**src/rtl/websocket_frame_deframer_assert.svh**
```systemverilog
`ifndef WEBSOCKET_FRAME_DEFRAMER_ASSERT_SVH
`define WEBSOCKET_FRAME_DEFRAMER_ASSERT_SVH

// Checked every clock, masked while reset is asserted.
`define WSFD_ASSERT_RST(label, prop, msg) \
  label: assert property (@(posedge clk) disable iff (!rst_n) prop) else $error(msg);

// Checked every clock, including during reset.
`define WSFD_ASSERT(label, prop, msg) \
  label: assert property (@(posedge clk) prop) else $error(msg);

`endif

```
**src/rtl/wsfd_pkg.sv**
```systemverilog
package wsfd_pkg;

  // Parser phase
  typedef enum logic [2:0] {
    PH_B0,
    PH_B1,
    PH_EXT,
    PH_KEY,
    PH_DATA
  } phase_t;

  localparam logic KIND_HDR  = 1'b0;
  localparam logic KIND_DATA = 1'b1;

  localparam logic [6:0] LEN_EXT16 = 7'd126;
  localparam logic [6:0] LEN_EXT64 = 7'd127;

  localparam logic [2:0] EXT16_BYTES = 3'd2;
  localparam logic [2:0] EXT64_BYTES = 3'd0;  // counts down through 7 to 0: eight bytes
  localparam logic [2:0] KEY_LAST    = 3'd3;

  // Queue between parser and output stage; depth must be a power of two
  localparam int QDEPTH = 2;
  localparam int QPTR_W = (QDEPTH > 1) ? $clog2(QDEPTH) : 1;
  localparam int QCNT_W = $clog2(QDEPTH + 1);

  // One classified result on its way to the output stage
  typedef struct packed {
    logic        kind;
    logic        fin;
    logic [2:0]  rsv;
    logic [3:0]  op;
    logic        mask;
    logic [63:0] len;
    logic [7:0]  data;
    logic [7:0]  key;
    logic        last;
  } qent_t;

endpackage

```
**src/rtl/wsfd_front.sv**
```systemverilog
module wsfd_front (
  input  logic          clk,
  input  logic          rst_n,
  input  logic          acc,
  input  logic [7:0]    rx_byte,
  output logic          push,
  output wsfd_pkg::qent_t push_ent
);
  import wsfd_pkg::*;

  phase_t      phase_r, phase_nxt;
  logic        fin_r, fin_nxt;
  logic [2:0]  rsv_r, rsv_nxt;
  logic [3:0]  op_r, op_nxt;
  logic        mask_r, mask_nxt;
  logic [63:0] len_r, len_nxt;
  logic [2:0]  cnt_r, cnt_nxt;
  logic [31:0] key_r, key_nxt;
  logic [63:0] remain_r, remain_nxt;
  logic [1:0]  koff_r, koff_nxt;

  logic [6:0]  len7;
  logic [2:0]  cnt_dec;
  logic [63:0] ext_len;
  logic [7:0]  key_byte;

  assign len7    = rx_byte[6:0];
  assign cnt_dec = cnt_r - 3'd1;
  assign ext_len = {len_r[55:0], rx_byte};

  always_comb begin
    unique case (koff_r)
      2'd0:    key_byte = key_r[31:24];
      2'd1:    key_byte = key_r[23:16];
      2'd2:    key_byte = key_r[15:8];
      default: key_byte = key_r[7:0];
    endcase
  end

  // Next phase
  always_comb begin
    phase_nxt = phase_r;
    if (acc) begin
      unique case (phase_r)
        PH_B1: begin
          if (len7 == LEN_EXT16 || len7 == LEN_EXT64) phase_nxt = PH_EXT;
          else if (rx_byte[7])                        phase_nxt = PH_KEY;
          else if (len7 == 7'd0)                      phase_nxt = PH_B0;
          else                                        phase_nxt = PH_DATA;
        end
        PH_EXT: begin
          if (cnt_dec == 3'd0) begin
            if (mask_r)                phase_nxt = PH_KEY;
            else if (ext_len == 64'd0) phase_nxt = PH_B0;
            else                       phase_nxt = PH_DATA;
          end
        end
        PH_KEY: begin
          if (cnt_r == KEY_LAST) phase_nxt = (len_r == 64'd0) ? PH_B0 : PH_DATA;
        end
        PH_DATA: begin
          if (remain_r == 64'd1) phase_nxt = PH_B0;
        end
        default: phase_nxt = PH_B1;
      endcase
    end
  end

  // Header fields, counters and queue entry
  always_comb begin
    fin_nxt    = fin_r;
    rsv_nxt    = rsv_r;
    op_nxt     = op_r;
    mask_nxt   = mask_r;
    len_nxt    = len_r;
    cnt_nxt    = cnt_r;
    key_nxt    = key_r;
    remain_nxt = remain_r;
    koff_nxt   = koff_r;
    push       = 1'b0;

    push_ent.kind = KIND_HDR;
    push_ent.fin  = fin_r;
    push_ent.rsv  = rsv_r;
    push_ent.op   = op_r;
    push_ent.mask = mask_r;
    push_ent.len  = len_r;
    push_ent.data = 8'd0;
    push_ent.key  = 8'd0;
    push_ent.last = (len_r == 64'd0);

    if (acc) begin
      unique case (phase_r)
        PH_B1: begin
          mask_nxt = rx_byte[7];
          koff_nxt = 2'd0;
          if (len7 == LEN_EXT16) begin
            len_nxt = 64'd0;
            cnt_nxt = EXT16_BYTES;
          end else if (len7 == LEN_EXT64) begin
            len_nxt = 64'd0;
            cnt_nxt = EXT64_BYTES;
          end else begin
            len_nxt    = {57'd0, len7};
            cnt_nxt    = 3'd0;
            remain_nxt = {57'd0, len7};
            push          = !rx_byte[7];
            push_ent.mask = 1'b0;
            push_ent.len  = {57'd0, len7};
            push_ent.last = (len7 == 7'd0);
          end
        end
        PH_EXT: begin
          len_nxt = ext_len;
          cnt_nxt = cnt_dec;
          if (cnt_dec == 3'd0) begin
            remain_nxt    = ext_len;
            push          = !mask_r;
            push_ent.len  = ext_len;
            push_ent.last = (ext_len == 64'd0);
          end
        end
        PH_KEY: begin
          key_nxt = {key_r[23:0], rx_byte};
          if (cnt_r == KEY_LAST) begin
            cnt_nxt    = 3'd0;
            remain_nxt = len_r;
            push       = 1'b1;
          end else begin
            cnt_nxt = cnt_r + 3'd1;
          end
        end
        PH_DATA: begin
          remain_nxt    = remain_r - 64'd1;
          koff_nxt      = koff_r + 2'd1;
          push          = 1'b1;
          push_ent.kind = KIND_DATA;
          push_ent.data = rx_byte;
          push_ent.key  = mask_r ? key_byte : 8'd0;
          push_ent.last = (remain_r == 64'd1);
        end
        default: begin
          fin_nxt  = rx_byte[7];
          rsv_nxt  = rx_byte[6:4];
          op_nxt   = rx_byte[3:0];
          mask_nxt = 1'b0;
          len_nxt  = 64'd0;
          cnt_nxt  = 3'd0;
          key_nxt  = 32'd0;
          koff_nxt = 2'd0;
        end
      endcase
    end
  end

  always_ff @(posedge clk) begin
    if (!rst_n) begin
      phase_r <= PH_B0;
    end else begin
      phase_r <= phase_nxt;
    end
  end

  always_ff @(posedge clk) begin
    fin_r    <= fin_nxt;
    rsv_r    <= rsv_nxt;
    op_r     <= op_nxt;
    mask_r   <= mask_nxt;
    len_r    <= len_nxt;
    cnt_r    <= cnt_nxt;
    key_r    <= key_nxt;
    remain_r <= remain_nxt;
    koff_r   <= koff_nxt;
  end

endmodule

```
**src/rtl/wsfd_fifo.sv**
```systemverilog
`include "websocket_frame_deframer_assert.svh"

module wsfd_fifo (
  input  logic            clk,
  input  logic            rst_n,
  input  logic            push,
  input  wsfd_pkg::qent_t push_ent,
  output logic            full,
  input  logic            pop,
  output logic            empty,
  output wsfd_pkg::qent_t head_ent
);
  import wsfd_pkg::*;

  qent_t             mem_r [QDEPTH];
  logic [QPTR_W-1:0] wr_ptr_r, wr_ptr_nxt;
  logic [QPTR_W-1:0] rd_ptr_r, rd_ptr_nxt;
  logic [QCNT_W-1:0] count_r, count_nxt;

  assign full     = (count_r == QCNT_W'(QDEPTH));
  assign empty    = (count_r == '0);
  assign head_ent = mem_r[rd_ptr_r];

  assign wr_ptr_nxt = push ? wr_ptr_r + QPTR_W'(1) : wr_ptr_r;
  assign rd_ptr_nxt = pop  ? rd_ptr_r + QPTR_W'(1) : rd_ptr_r;
  assign count_nxt  = count_r + QCNT_W'(push) - QCNT_W'(pop);

  always_ff @(posedge clk) begin
    if (push) begin
      mem_r[wr_ptr_r] <= push_ent;
    end
  end

  always_ff @(posedge clk) begin
    if (!rst_n) begin
      wr_ptr_r <= '0;
      rd_ptr_r <= '0;
      count_r  <= '0;
    end else begin
      wr_ptr_r <= wr_ptr_nxt;
      rd_ptr_r <= rd_ptr_nxt;
      count_r  <= count_nxt;
    end
  end

  `WSFD_ASSERT_RST(a_no_overflow, !(push && full), "queue written while full")
  `WSFD_ASSERT_RST(a_no_underflow, !(pop && empty), "queue read while empty")
  `WSFD_ASSERT(a_count_range, !rst_n || (count_r <= QCNT_W'(QDEPTH)), "queue count out of range")
  `WSFD_ASSERT_RST(a_ptr_match, (count_r == '0) |-> (wr_ptr_r == rd_ptr_r), "pointers differ on empty queue")

endmodule

```
**src/rtl/wsfd_back.sv**
```systemverilog
module wsfd_back (
  input  logic            clk,
  input  logic            rst_n,
  input  logic            empty,
  input  wsfd_pkg::qent_t head_ent,
  output logic            pop,
  output logic            out_valid,
  input  logic            out_ready,
  output logic            out_item_kind,
  output logic            out_fin_flag,
  output logic [2:0]      out_rsv_bits,
  output logic [3:0]      out_frame_opcode,
  output logic            out_masked_flag,
  output logic [63:0]     out_frame_length,
  output logic [7:0]      out_data_byte,
  output logic            out_last_of_frame
);
  import wsfd_pkg::*;

  logic  vld_r, vld_nxt;
  qent_t res_r, res_nxt;
  logic  load;

  // Output register refills whenever it is empty or its transfer completes
  assign load    = !vld_r || out_ready;
  assign pop     = load && !empty;
  assign vld_nxt = load ? !empty : vld_r;

  always_ff @(posedge clk) begin
    if (!rst_n) begin
      vld_r <= 1'b0;
    end else begin
      vld_r <= vld_nxt;
    end
  end

  // Unmask on the way into the register; key byte is zero when unmasked
  always_comb begin
    res_nxt      = head_ent;
    res_nxt.data = head_ent.data ^ head_ent.key;
  end

  always_ff @(posedge clk) begin
    if (pop) begin
      res_r <= res_nxt;
    end
  end

  assign out_valid         = vld_r;
  assign out_item_kind     = res_r.kind;
  assign out_fin_flag      = res_r.fin;
  assign out_rsv_bits      = res_r.rsv;
  assign out_frame_opcode  = res_r.op;
  assign out_masked_flag   = res_r.mask;
  assign out_frame_length  = res_r.len;
  assign out_data_byte     = res_r.data;
  assign out_last_of_frame = res_r.last;

endmodule

```
**src/rtl/websocket_frame_deframer.sv**
```systemverilog
// Path: a byte that completes a header, or a payload byte, is written into the queue by the
//   parser, then registered and unmasked by the output stage before it shows on out_*.
// Throughput: one byte per clock, sustained, as long as out_ready stays high; the two-entry
//   queue plus output register absorb output stalls.
// Reset (rst_n low, synchronous): parser expects the first header byte, queue and output empty.
module websocket_frame_deframer (
  input  logic        clk,
  input  logic        rst_n,
  // received byte stream
  input  logic        in_valid,
  output logic        in_ready,
  input  logic [7:0]  in_rx_byte,
  // parsed results
  output logic        out_valid,
  input  logic        out_ready,
  output logic        out_item_kind,
  output logic        out_fin_flag,
  output logic [2:0]  out_rsv_bits,
  output logic [3:0]  out_frame_opcode,
  output logic        out_masked_flag,
  output logic [63:0] out_frame_length,
  output logic [7:0]  out_data_byte,
  output logic        out_last_of_frame
);
  import wsfd_pkg::*;

  logic  acc;
  logic  push;
  logic  pop;
  logic  full;
  logic  empty;
  qent_t push_ent;
  qent_t head_ent;

  // Input side stalls only when the queue is full; header bytes that
  // produce no result still need a free slot, which keeps the check simple.
  assign in_ready = !full;
  assign acc      = in_valid && in_ready;

  // Front: header parser and payload classifier. Tracks the phase,
  // builds the extended length big-endian, collects the masking key and
  // picks the key byte by payload offset mod 4.
  wsfd_front u_front (
    .clk      (clk),
    .rst_n    (rst_n),
    .acc      (acc),
    .rx_byte  (in_rx_byte),
    .push     (push),
    .push_ent (push_ent)
  );

  // Short queue decoupling the parser from the output handshake
  wsfd_fifo u_fifo (
    .clk      (clk),
    .rst_n    (rst_n),
    .push     (push),
    .push_ent (push_ent),
    .full     (full),
    .pop      (pop),
    .empty    (empty),
    .head_ent (head_ent)
  );

  // Back: XOR unmask into the output register, drives the result transfer
  wsfd_back u_back (
    .clk               (clk),
    .rst_n             (rst_n),
    .empty             (empty),
    .head_ent          (head_ent),
    .pop               (pop),
    .out_valid         (out_valid),
    .out_ready         (out_ready),
    .out_item_kind     (out_item_kind),
    .out_fin_flag      (out_fin_flag),
    .out_rsv_bits      (out_rsv_bits),
    .out_frame_opcode  (out_frame_opcode),
    .out_masked_flag   (out_masked_flag),
    .out_frame_length  (out_frame_length),
    .out_data_byte     (out_data_byte),
    .out_last_of_frame (out_last_of_frame)
  );

endmodule

```
**config.mk**
```make
export PLATFORM = sky130hd
export DESIGN_NAME = websocket_frame_deframer
export DESIGN_NICKNAME = d
export VERILOG_FILES = /design/src/rtl/wsfd_pkg.sv /design/src/rtl/wsfd_front.sv /design/src/rtl/wsfd_fifo.sv /design/src/rtl/wsfd_back.sv /design/src/rtl/websocket_frame_deframer.sv
export VERILOG_INCLUDE_DIRS = /design/src /design/src/rtl
export SDC_FILE = /design/constraint.sdc
export NUM_CORES = 1
export LEC_CHECK = 0
export ABC_AREA = 1
export BUFFER_PORTS_ARGS = -buffer_cell sky130_fd_sc_hd__buf_4
export CAP_MARGIN = 20
export CORE_UTILIZATION = 56
export CTS_CLUSTER_SIZE = 12
export DETAILED_ROUTE_END_ITERATION = 10
export GPL_ROUTABILITY_DRIVEN = 0
export HOLD_SLACK_MARGIN = 0.15
export PLACE_DENSITY = 0.87
export SYNTH_ARGS = -nofsm -noshare
export SYNTH_HDL_FRONTEND = slang
export SYNTH_SLANG_ARGS = --single-unit
```
**constraint.sdc**
```tcl
create_clock -name clk -period 7 [get_ports clk]
set_input_delay 2.1 -clock clk [delete_from_list [all_inputs] [get_ports clk]]
set_output_delay 2.1 -clock clk [all_outputs]
set_load 0.1 [all_outputs]
```
# Word level (Yosys, flattened, before mapping)
# Memory sizes are Yosys's and may differ from the RTL's. A register that Yosys moved wholly into a read port is not among the register bits.
# Index checks and enable logic that the tools add are counted.
[word_totals] n_memories=1 ff_bits=265 inputBits=12 mem_bits_rw=182 wordCells=132
[memory_table] name="u_fifo.mem_r" words=2 width=91 read_ports=1 rd_clocked_by_memory_dff=1 wr=1 line="wsfd_fifo.sv:15" text="qent_t mem_r [QDEPTH];"
[op_classes] n_eq_ne=16 addsub=8 reduce_logical=29 n_mux=49 bitwise=7
[ops] operator="$mux 64" count=6
[ops] operator="$pmux 64 s4" count=1
[ops] operator="$pmux 64 s3" count=1
[ops] operator="$mux 65" count=2
[ops] operator="$logic_not 64->1" count=2
[ops] operator="$pmux 64 s2" count=1
[ops] operator="$mux 82" count=1
[ops] operator="$eq 64x1->1 const B" count=1
[ops] operator="$pmux 32 s2" count=1
[ops] operator="$sub 64x1->64 const B" count=1
[ops] operator="$mux 3" count=10
[ops] operator="$pmux 3 s4" count=2
[ops] operator="$pmux 8 s3" count=1
[ops] operator="$mux 16" count=1
[ops] operator="$mux 1" count=15
[ops] operator="$eq 7x7->1 const B" count=2
[ops] operator="$reduce_and 2->1" count=6
[ops] operator="$eq 3x2->1 const B" count=3
[ops] operator="$mux 8" count=1
[ops] operator="$xor 8x8->8" count=1
[ops] operator="$logic_not 7->1" count=1
[ops] operator="$mux 7" count=1
[ops] operator="$ne 2x1->1 const B" count=3
[ops] operator="$not 1->1" count=6
[ops] operator="27 further kinds" count=39

# Depth between registers and ports, before layout
# Gate-level depths: netlist of run 1.
[depth] depth_word=7 mapped_depth=15 depth_no_buf=15

# By module
# From an unflattened synthesis of run 1, not the netlist that was laid out.
[unflattened] hier_cells=1824 area_unflattened_um2=20862.5
[modules_own_cells] module="wsfd_front" instances=1 area_per_inst_um2=10994.3 cells_each=1408
[modules_own_cells] module="wsfd_fifo" instances=1 area_per_inst_um2=7244.4 cells_each=316
[modules_own_cells] module="wsfd_back" instances=1 area_per_inst_um2=2610.0 cells_each=97
[modules_own_cells] module="websocket_frame_deframer" instances=1 area_per_inst_um2=13.8 cells_each=3

# Least setup slack after synthesis of run 1
# No wires, ideal clock.
[synth_timing] path_kind="in2reg" from="input in_rx_byte[6]" to="register u_front.remain_r[0], enable pin" setup_slack_ns=-0.402 arrival_ns=6.837 cell_stages=5 cell_sequence="inv_1 nor3_1 nand3_1 nor2_1 nor3_1"
[synth_via] elab_chain_cells=3 word_cells_on_any_way=5
[synth_lines] element="from (decl)" line="websocket_frame_deframer.sv:12" text="input logic [7:0] in_rx_byte,"
[synth_lines] element="$eq 7x7->1 (on tied branches)" line="wsfd_front.sv:97, wsfd_front.sv:100"
[synth_lines] element="$ne 2x2->1 (no source line)"
[synth_lines] element="$reduce_and 6->1 (no source line) (*)"
[synth_lines] element="to (signal assigned)" line="wsfd_front.sv:172" text="remain_r <= remain_nxt;"
[synth_lines] element="to (decl)" line="wsfd_front.sv:19" text="logic [63:0] remain_r, remain_nxt;"
# Every way passes the cells marked *; elsewhere a longest branch is shown, timed or not.
# A chain may end at the register's enable or synchronous reset.

# Worst setup path after layout of run 1
[layout_timing] from="input in_rx_byte[6]" to="memory u_fifo.mem_r[1][9] (netlist name), enable pin"
[layout_via] elab_chain_cells=7 word_cells_on_any_way=8
[layout_lines] element="$eq 7x7->1" line="wsfd_front.sv:100" text="end else if (len7 == LEN_EXT64) begin"
[layout_lines] element="$mux 1" line="wsfd_front.sv:100"
[layout_lines] element="$mux 1 (*)" line="wsfd_front.sv:97" text="if (len7 == LEN_EXT16) begin"
[layout_lines] element="$pmux 1 s4 (*)" line="wsfd_front.sv:93" text="unique case (phase_r)"
[layout_lines] element="$mux 1 (*)" line="wsfd_front.sv:92" text="if (acc) begin"
[layout_lines] element="$mux 1 (*)" line="wsfd_fifo.sv:29" text="if (push) begin"
[layout_lines] element="$mux 1 (not written as such) (*)" line="wsfd_fifo.sv:30" text="mem_r[wr_ptr_r] <= push_ent;"
[layout_lines] element="to (decl)" line="wsfd_fifo.sv:15"
# Marked as above.

==> impl_metrics.toml, run 1 <==
[outcome]
outcome = "complete, no violations"

[synth]
yosys.area.top_type_share = 0.6500
synth_top_flop_cell = "edfxtp_1"
synth-edff-count = 439
synthDistinctLibCells = 43
synth_area_leader_cell = "edfxtp_1"
synth_area_leaders = "edfxtp_1 (65%), nor2_1 (6.1%), nand2_1 (5.9%)"
synth_fp_nets = 1883
synth_area_per_cell_um2 = 10.90
async_reset_ff_frac = 0
yosysWarnings = 0
synth_area_mm2 = 0.02028
synth-seq-cells = 448
post-synth-top-count-cell = "edfxtp_1"
syn_inst = 1860
ys_seq_area_frac = 0.6589
ys_top_cells_by_count = "edfxtp_1 (439), nor2_1 (330), nand2_1 (318)"

[power]
total_leakage_power_nw = 8.650
p_int_mw = 5.423
power_frac_seq = 0.435
p_per_area_mw_per_mm2 = 392.8
ir_worst_vdd_mv = 0.4856
clock_power_share = 0.247
switching_power_mw = 3.532
p_sw_frac = 0.3944
combPwrFrac = 0.318

[sta]
fin_skew_ns = 0.01475
min_period_ns = 4.748
hold_viol = 0
max_freq_mhz = 210.6
slew_headroom = 0.3309
fin_crit_sh = 0.6783
rsz0062_at_grt = "no"
hold_ws_ns = 0.4467
slew_viol_final = 0
tightest_slew_ns = 1.004
fin_tns_setup_ns = 0
finalSetupViolCount = 0

[grt]
grt_pass1_vias = 14320
grt_remaining_overflow = 0
grt_usage = 0.2633
grt_pass1_wl_um = 74800
grt_max_degree = 88
antenna_found_initial = 1

[clock_tree]
clk_latency_ns = 0.56
cts_buffer_depth = 3
clkSlewWorstSetupHoldPaths_ns = 0.06
cts_root_buf = "clkbuf_16"
cts_tree = "built"
numCtsBuffers = 45
cts_hold_buf = 0
cts_setup_buffers = 0
ctsResizeCount = 0
cts_sinks = 448
htree_levels = 2

[setup_path]
start_kind = "input pin"
crit_cells = 11
cp-end-kind = "register"
critPathBufInv = 5
path_cells = "buf_4 -> inv_1 -> nor3_1 -> nand3_1 -> nand2_1 -> nand3_1 -> nand2_1 -> inv_1 -> nand2_1 -> clkinv_2 -> buf_4"
critical_path.max_fanout = 52
reg2reg_depth = 11
cpPeakStageDelay_ns = 0.72
worstSetupPathType = "input pin to register"
path_delay_family = "buffers and inverters"
cp.arrival_ns = 4.99
crit_top_cell = "nand2_1"
required_ns = 7.24
critPathSlowestCell = "clkinv_2"

[layout]
drive_gt1_frac = 0.1485
fin_nets = 1984
fin_util = 0.6410
fin_area_mm2 = 0.02280
fillCellCount = 2479
layout.cells.non_filler = 2441
syn_to_final_growth_pct = 12.41
diodes = 0

[route]
post_drt_wl_per_cell_um = 19.90
via_per_inst = 6.066
drt-initial-drc-count = 2174
ant_nets = 0
vias = 14810
wl_um = 48580
drc = 0
drt_pass1_iterations = 8

[die]
die_h_um = 192.3
die_w_um = 192.3
dieArea_mm2 = 0.03698
pin_count = 97
coreArea_mm2 = 0.03557
rows = 69
initial_core_util = 0.5702

[placed_design]
port-buffer-count = 96
hpwlAfterDp_um = 32140
placed_cells = 2375
place_area_mm2 = 0.02150

[job]
maxCapViolCount = 0

[worst_hold_path]
hold_path.class = "register to register"
hold_depth = 0
## path summary, 6_finish.rpt
| kind | from | endpoint | slack, ns |
|---|---|---|---|
| worst max-delay path | in_rx_byte[6] | u_fifo.mem_r[1][9]$_DFFE_PP_ | 2.25 |
| worst min-delay path | u_front.rsv_r[0]$_DFFE_PP_ | u_fifo.mem_r[1][86]$_DFFE_PP_ | 0.45 |
| worst max register to register | u_front.phase_r[1]$_SDFFE_PN0P_ | u_fifo.mem_r[1][9]$_DFFE_PP_ | 3.34 |
| worst min register to register | u_front.rsv_r[0]$_DFFE_PP_ | u_fifo.mem_r[1][86]$_DFFE_PP_ | 0.45 |
## through the flow
step                worst slack (ns)  power (mW)
floorplan                      1.426       6.086
global placement               1.894       6.677
detailed placement             1.760       6.759
CTS                            2.284       8.937
global route                   1.960       9.215
finish                         2.252       8.955
## power groups by stage
stage	logic (mW)	registers (mW)	clock network, mW
6_report	2.85	3.90	2.21
4_1_cts	2.84	3.89	2.21
2_1_floorplan	0.825	5.26	0
5_1_grt	2.97	3.94	2.30
3_5_place_dp	2.82	3.94	0
3_3_place_gp	2.77	3.91	0
## layer usage
metal / wire length [um] / track usage / vias to the layer above
met3: 5812 / 0.05983 / 173
met2: 23150 / 0.4326 / 1110
met1: 17850 / 0.3397 / 6950
li1: - / - / 6572
met5: 18 / 0 / -
met4: 1746 / 0.1042 / 2
## sequential cells by signal, indices dropped and copies added (netlist names), 2 cells and up, named ones only
name and cells:
u_back.out_frame_opcode 4, u_front.op_r 4, u_fifo.count_r 2, u_front.koff_r 2
u_front.cnt_r 3, u_back.out_rsv_bits 3, u_back.out_frame_length 64, u_front.len_r 64
u_fifo.mem_r 182, u_front.phase_r 3, u_front.rsv_r 3, u_front.key_r 32
u_back.out_data_byte 8, u_front.remain_r 64
## layout by cell type, fill, tap and decap left out, types with 47 or more instances in the layout
| cell type | n |
|---|---|
| mux2_2 | 75 |
| nand3_1 | 70 |
| o21ai_0 | 87 |
| nand2_1 | 318 |
| buf_4 | 107 |
| inv_1 | 188 |
| clkbuf_16 | 47 |
| edfxtp_1 | 439 |
| nor2_1 | 327 |
| a21oi_1 | 81 |
## final cells by class
cell class | count | area (um2) | share of cell area
clock buffer | 57 | 1234 | 0.05411
multi-input combinational | 1160 | 5983 | 0.2624
inverter | 198 | 747.0 | 0.03276
sequential | 448 | 13370 | 0.5863
clock inverter | 9 | 67.56 | 0.002964
tap | 461 | 576.8 | 0.02530
timing repair buffer | 108 | 823.3 | 0.03611
## cell families after synthesis
kind of cell,synth area share
AO/OA/AOI/OAI,0.07212
XOR/XNOR,0.01036
adder cells (fa/ha/maj),0.006786
buffers and inverters,0.04855
flip-flops,0.6589
multiplexers,0.04164
AND/OR/NAND/NOR,0.1616
No activity file was read; power rests on OpenSTA's default activity.
==> inputs of run 2 (changes only) <==
--- a/config.mk
+++ b/config.mk
@@ -9,12 +9,12 @@
 export ABC_AREA = 1
 export BUFFER_PORTS_ARGS = -buffer_cell sky130_fd_sc_hd__buf_4
 export CAP_MARGIN = 20
-export CORE_UTILIZATION = 56
+export CORE_UTILIZATION = 62
 export CTS_CLUSTER_SIZE = 12
 export DETAILED_ROUTE_END_ITERATION = 10
 export GPL_ROUTABILITY_DRIVEN = 0
 export HOLD_SLACK_MARGIN = 0.15
-export PLACE_DENSITY = 0.87
+export PLACE_DENSITY = 0.9
 export SYNTH_ARGS = -nofsm -noshare
 export SYNTH_HDL_FRONTEND = slang
 export SYNTH_SLANG_ARGS = --single-unit
==> constraint.sdc (replaced) <==
create_clock -name clk -period 4.7 [get_ports clk]
set_input_delay 1.41 -clock clk [delete_from_list [all_inputs] [get_ports clk]]
set_output_delay 1.41 -clock clk [all_outputs]
set_load 0.1 [all_outputs]
==> impl_metrics.toml, run 2 (synthesized netlist as in run 1, its figures left out) <==
[outcome]
outcome = "complete, no violations"

[clock_tree]
cts_setup_buffers = 0
htree_levels = 2
clk_latency_ns = 0.56
cts_tree = "built"
ctsResizeCount = 0
cts_buffer_depth = 3
cts_hold_buf = 0
numCtsBuffers = 46
clkSlewWorstSetupHoldPaths_ns = 0.06
cts_sinks = 448
cts_root_buf = "clkbuf_16"

[layout]
fin_util = 0.7160
final_cell_mix = "edfxtp_1 (439), nor2_1 (327), nand2_1 (318)"
diodes = 0
fin_area_mm2 = 0.02283
fillCellCount = 1937
multi_input_area_mm2 = 0.005983
syn_to_final_growth_pct = 12.55
fin_nets = 1985
drive_gt1_frac = 0.1485
top_register = "u_fifo.mem_r"
mostFrequentLayoutCell = "edfxtp_1"
largest_reg_flops = 182
register_area_mm2 = 0.01337

[power]
p_per_area_mw_per_mm2 = 587.9
total_leakage_power_nw = 8.672
ir_worst_vdd_mv = 0.4767
p_int_mw = 8.124
switching_power_mw = 5.296
p_sw_frac = 0.3946
finalPower_mw = 13.42
combPwrFrac = 0.317
clock_power_share = 0.249
power_frac_seq = 0.435

[route]
post_drt_wl_per_cell_um = 20.71
drt-initial-drc-count = 2569
ant_nets = 0
wl_um = 50140
drt_pass1_iterations = 7
vias = 14980
drc = 0
via_per_inst = 6.188

[die]
initial_core_util = 0.6361
dieArea_mm2 = 0.03344
pin_count = 97
die_h_um = 182.9
rows = 65
coreArea_mm2 = 0.03188
die_w_um = 182.9

[setup_path]
start_kind = "register"
cp.arrival_ns = 3.78
cp-end-kind = "register"
worstSetupPathType = "register to register"
required_ns = 4.94
critical_path.max_fanout = 64
r2r_slack_ns = 1.15

[worst_hold_path]
hold_path.class = "register to register"

[placed_design]
place_area_mm2 = 0.02150
hpwlAfterDp_um = 32220
port-buffer-count = 96

[sta]
fin_tns_setup_ns = 0
max_freq_mhz = 282.1
slew_viol_final = 0
slew_headroom = 0.3803
finalSetupViolCount = 0
hold_ws_ns = 0.4590
fin_skew_ns = 0.03064
tightest_slew_ns = 0.9296
rsz0062_at_grt = "no"
hold_viol = 0
min_period_ns = 3.545
fin_crit_sh = 0.7543

[grt]
grt_remaining_overflow = 0
grt_usage = 0.3026
grt_max_degree = 92
grt_pass1_vias = 14580
antenna_found_initial = 0
grt_pass1_wl_um = 78460

[job]
maxCapViolCount = 0
run 2: cell types whose count changed in the layout (fill, tap and decap cells not counted), sizes merged:
cell    delta
bufinv     +1
clkbuf     -1
clkinv     +6
run 2: path summary, 6_finish.rpt:
path	startpoint	endpoint	cells after the start
max	u_front.phase_r[2]$_SDFFE_PN0P_	u_fifo.mem_r[1][24]$_DFFE_PP_	8
min	u_fifo.rd_ptr_r$_SDFFE_PN0P_	u_fifo.rd_ptr_r$_SDFFE_PN0P_	1
max reg2reg	u_front.phase_r[2]$_SDFFE_PN0P_	u_fifo.mem_r[1][24]$_DFFE_PP_	8
min reg2reg	u_fifo.rd_ptr_r$_SDFFE_PN0P_	u_fifo.rd_ptr_r$_SDFFE_PN0P_	1
run 2: critical path, cell delays in order, from the launching register on:
cell,delay [ns]
dfxtp_1,0.49
nor2_4,0.09
nand2_4,0.56
inv_1,0.53
nand2_1,0.28
inv_2,0.27
nor3_4,0.23
buf_4,0.44
o21ai_0,0.28
run 2: final cells by class:
type                    instances  share of cell area
inverters                     198             0.03272
multi-input cells            1160              0.2621
flip-flops and latches        448              0.5856
well taps                     435             0.02384
repair buffers                108             0.03771
clock inverters                16            0.004988
clock buffers                  56             0.05301
run 2: power groups by stage:
stage	sequential (mW)	clock (mW)	combinational, mW
final	5.83	3.34	4.25
after global routing	5.89	3.51	4.41
after CTS	5.81	3.33	4.23
after detailed placement	5.88	0	4.19
after global placement	5.84	0	4.09
after floorplan	7.81	0	1.24
run 2: per-stage QoR:
step	cells	worst slack (ns)
global placement	2349	1.067
finish	2421	1.155
floorplan	1860	0.2512
global route	2421	1.062
detailed placement	2349	1.068
CTS	2421	1.328
run 2: per-layer routing:
metal,track usage,part of all wire
met1,0.4146,0.37
met5,0,0
met3,0.06136,0.13
met2,0.4737,0.46
met4,0.1327,0.043
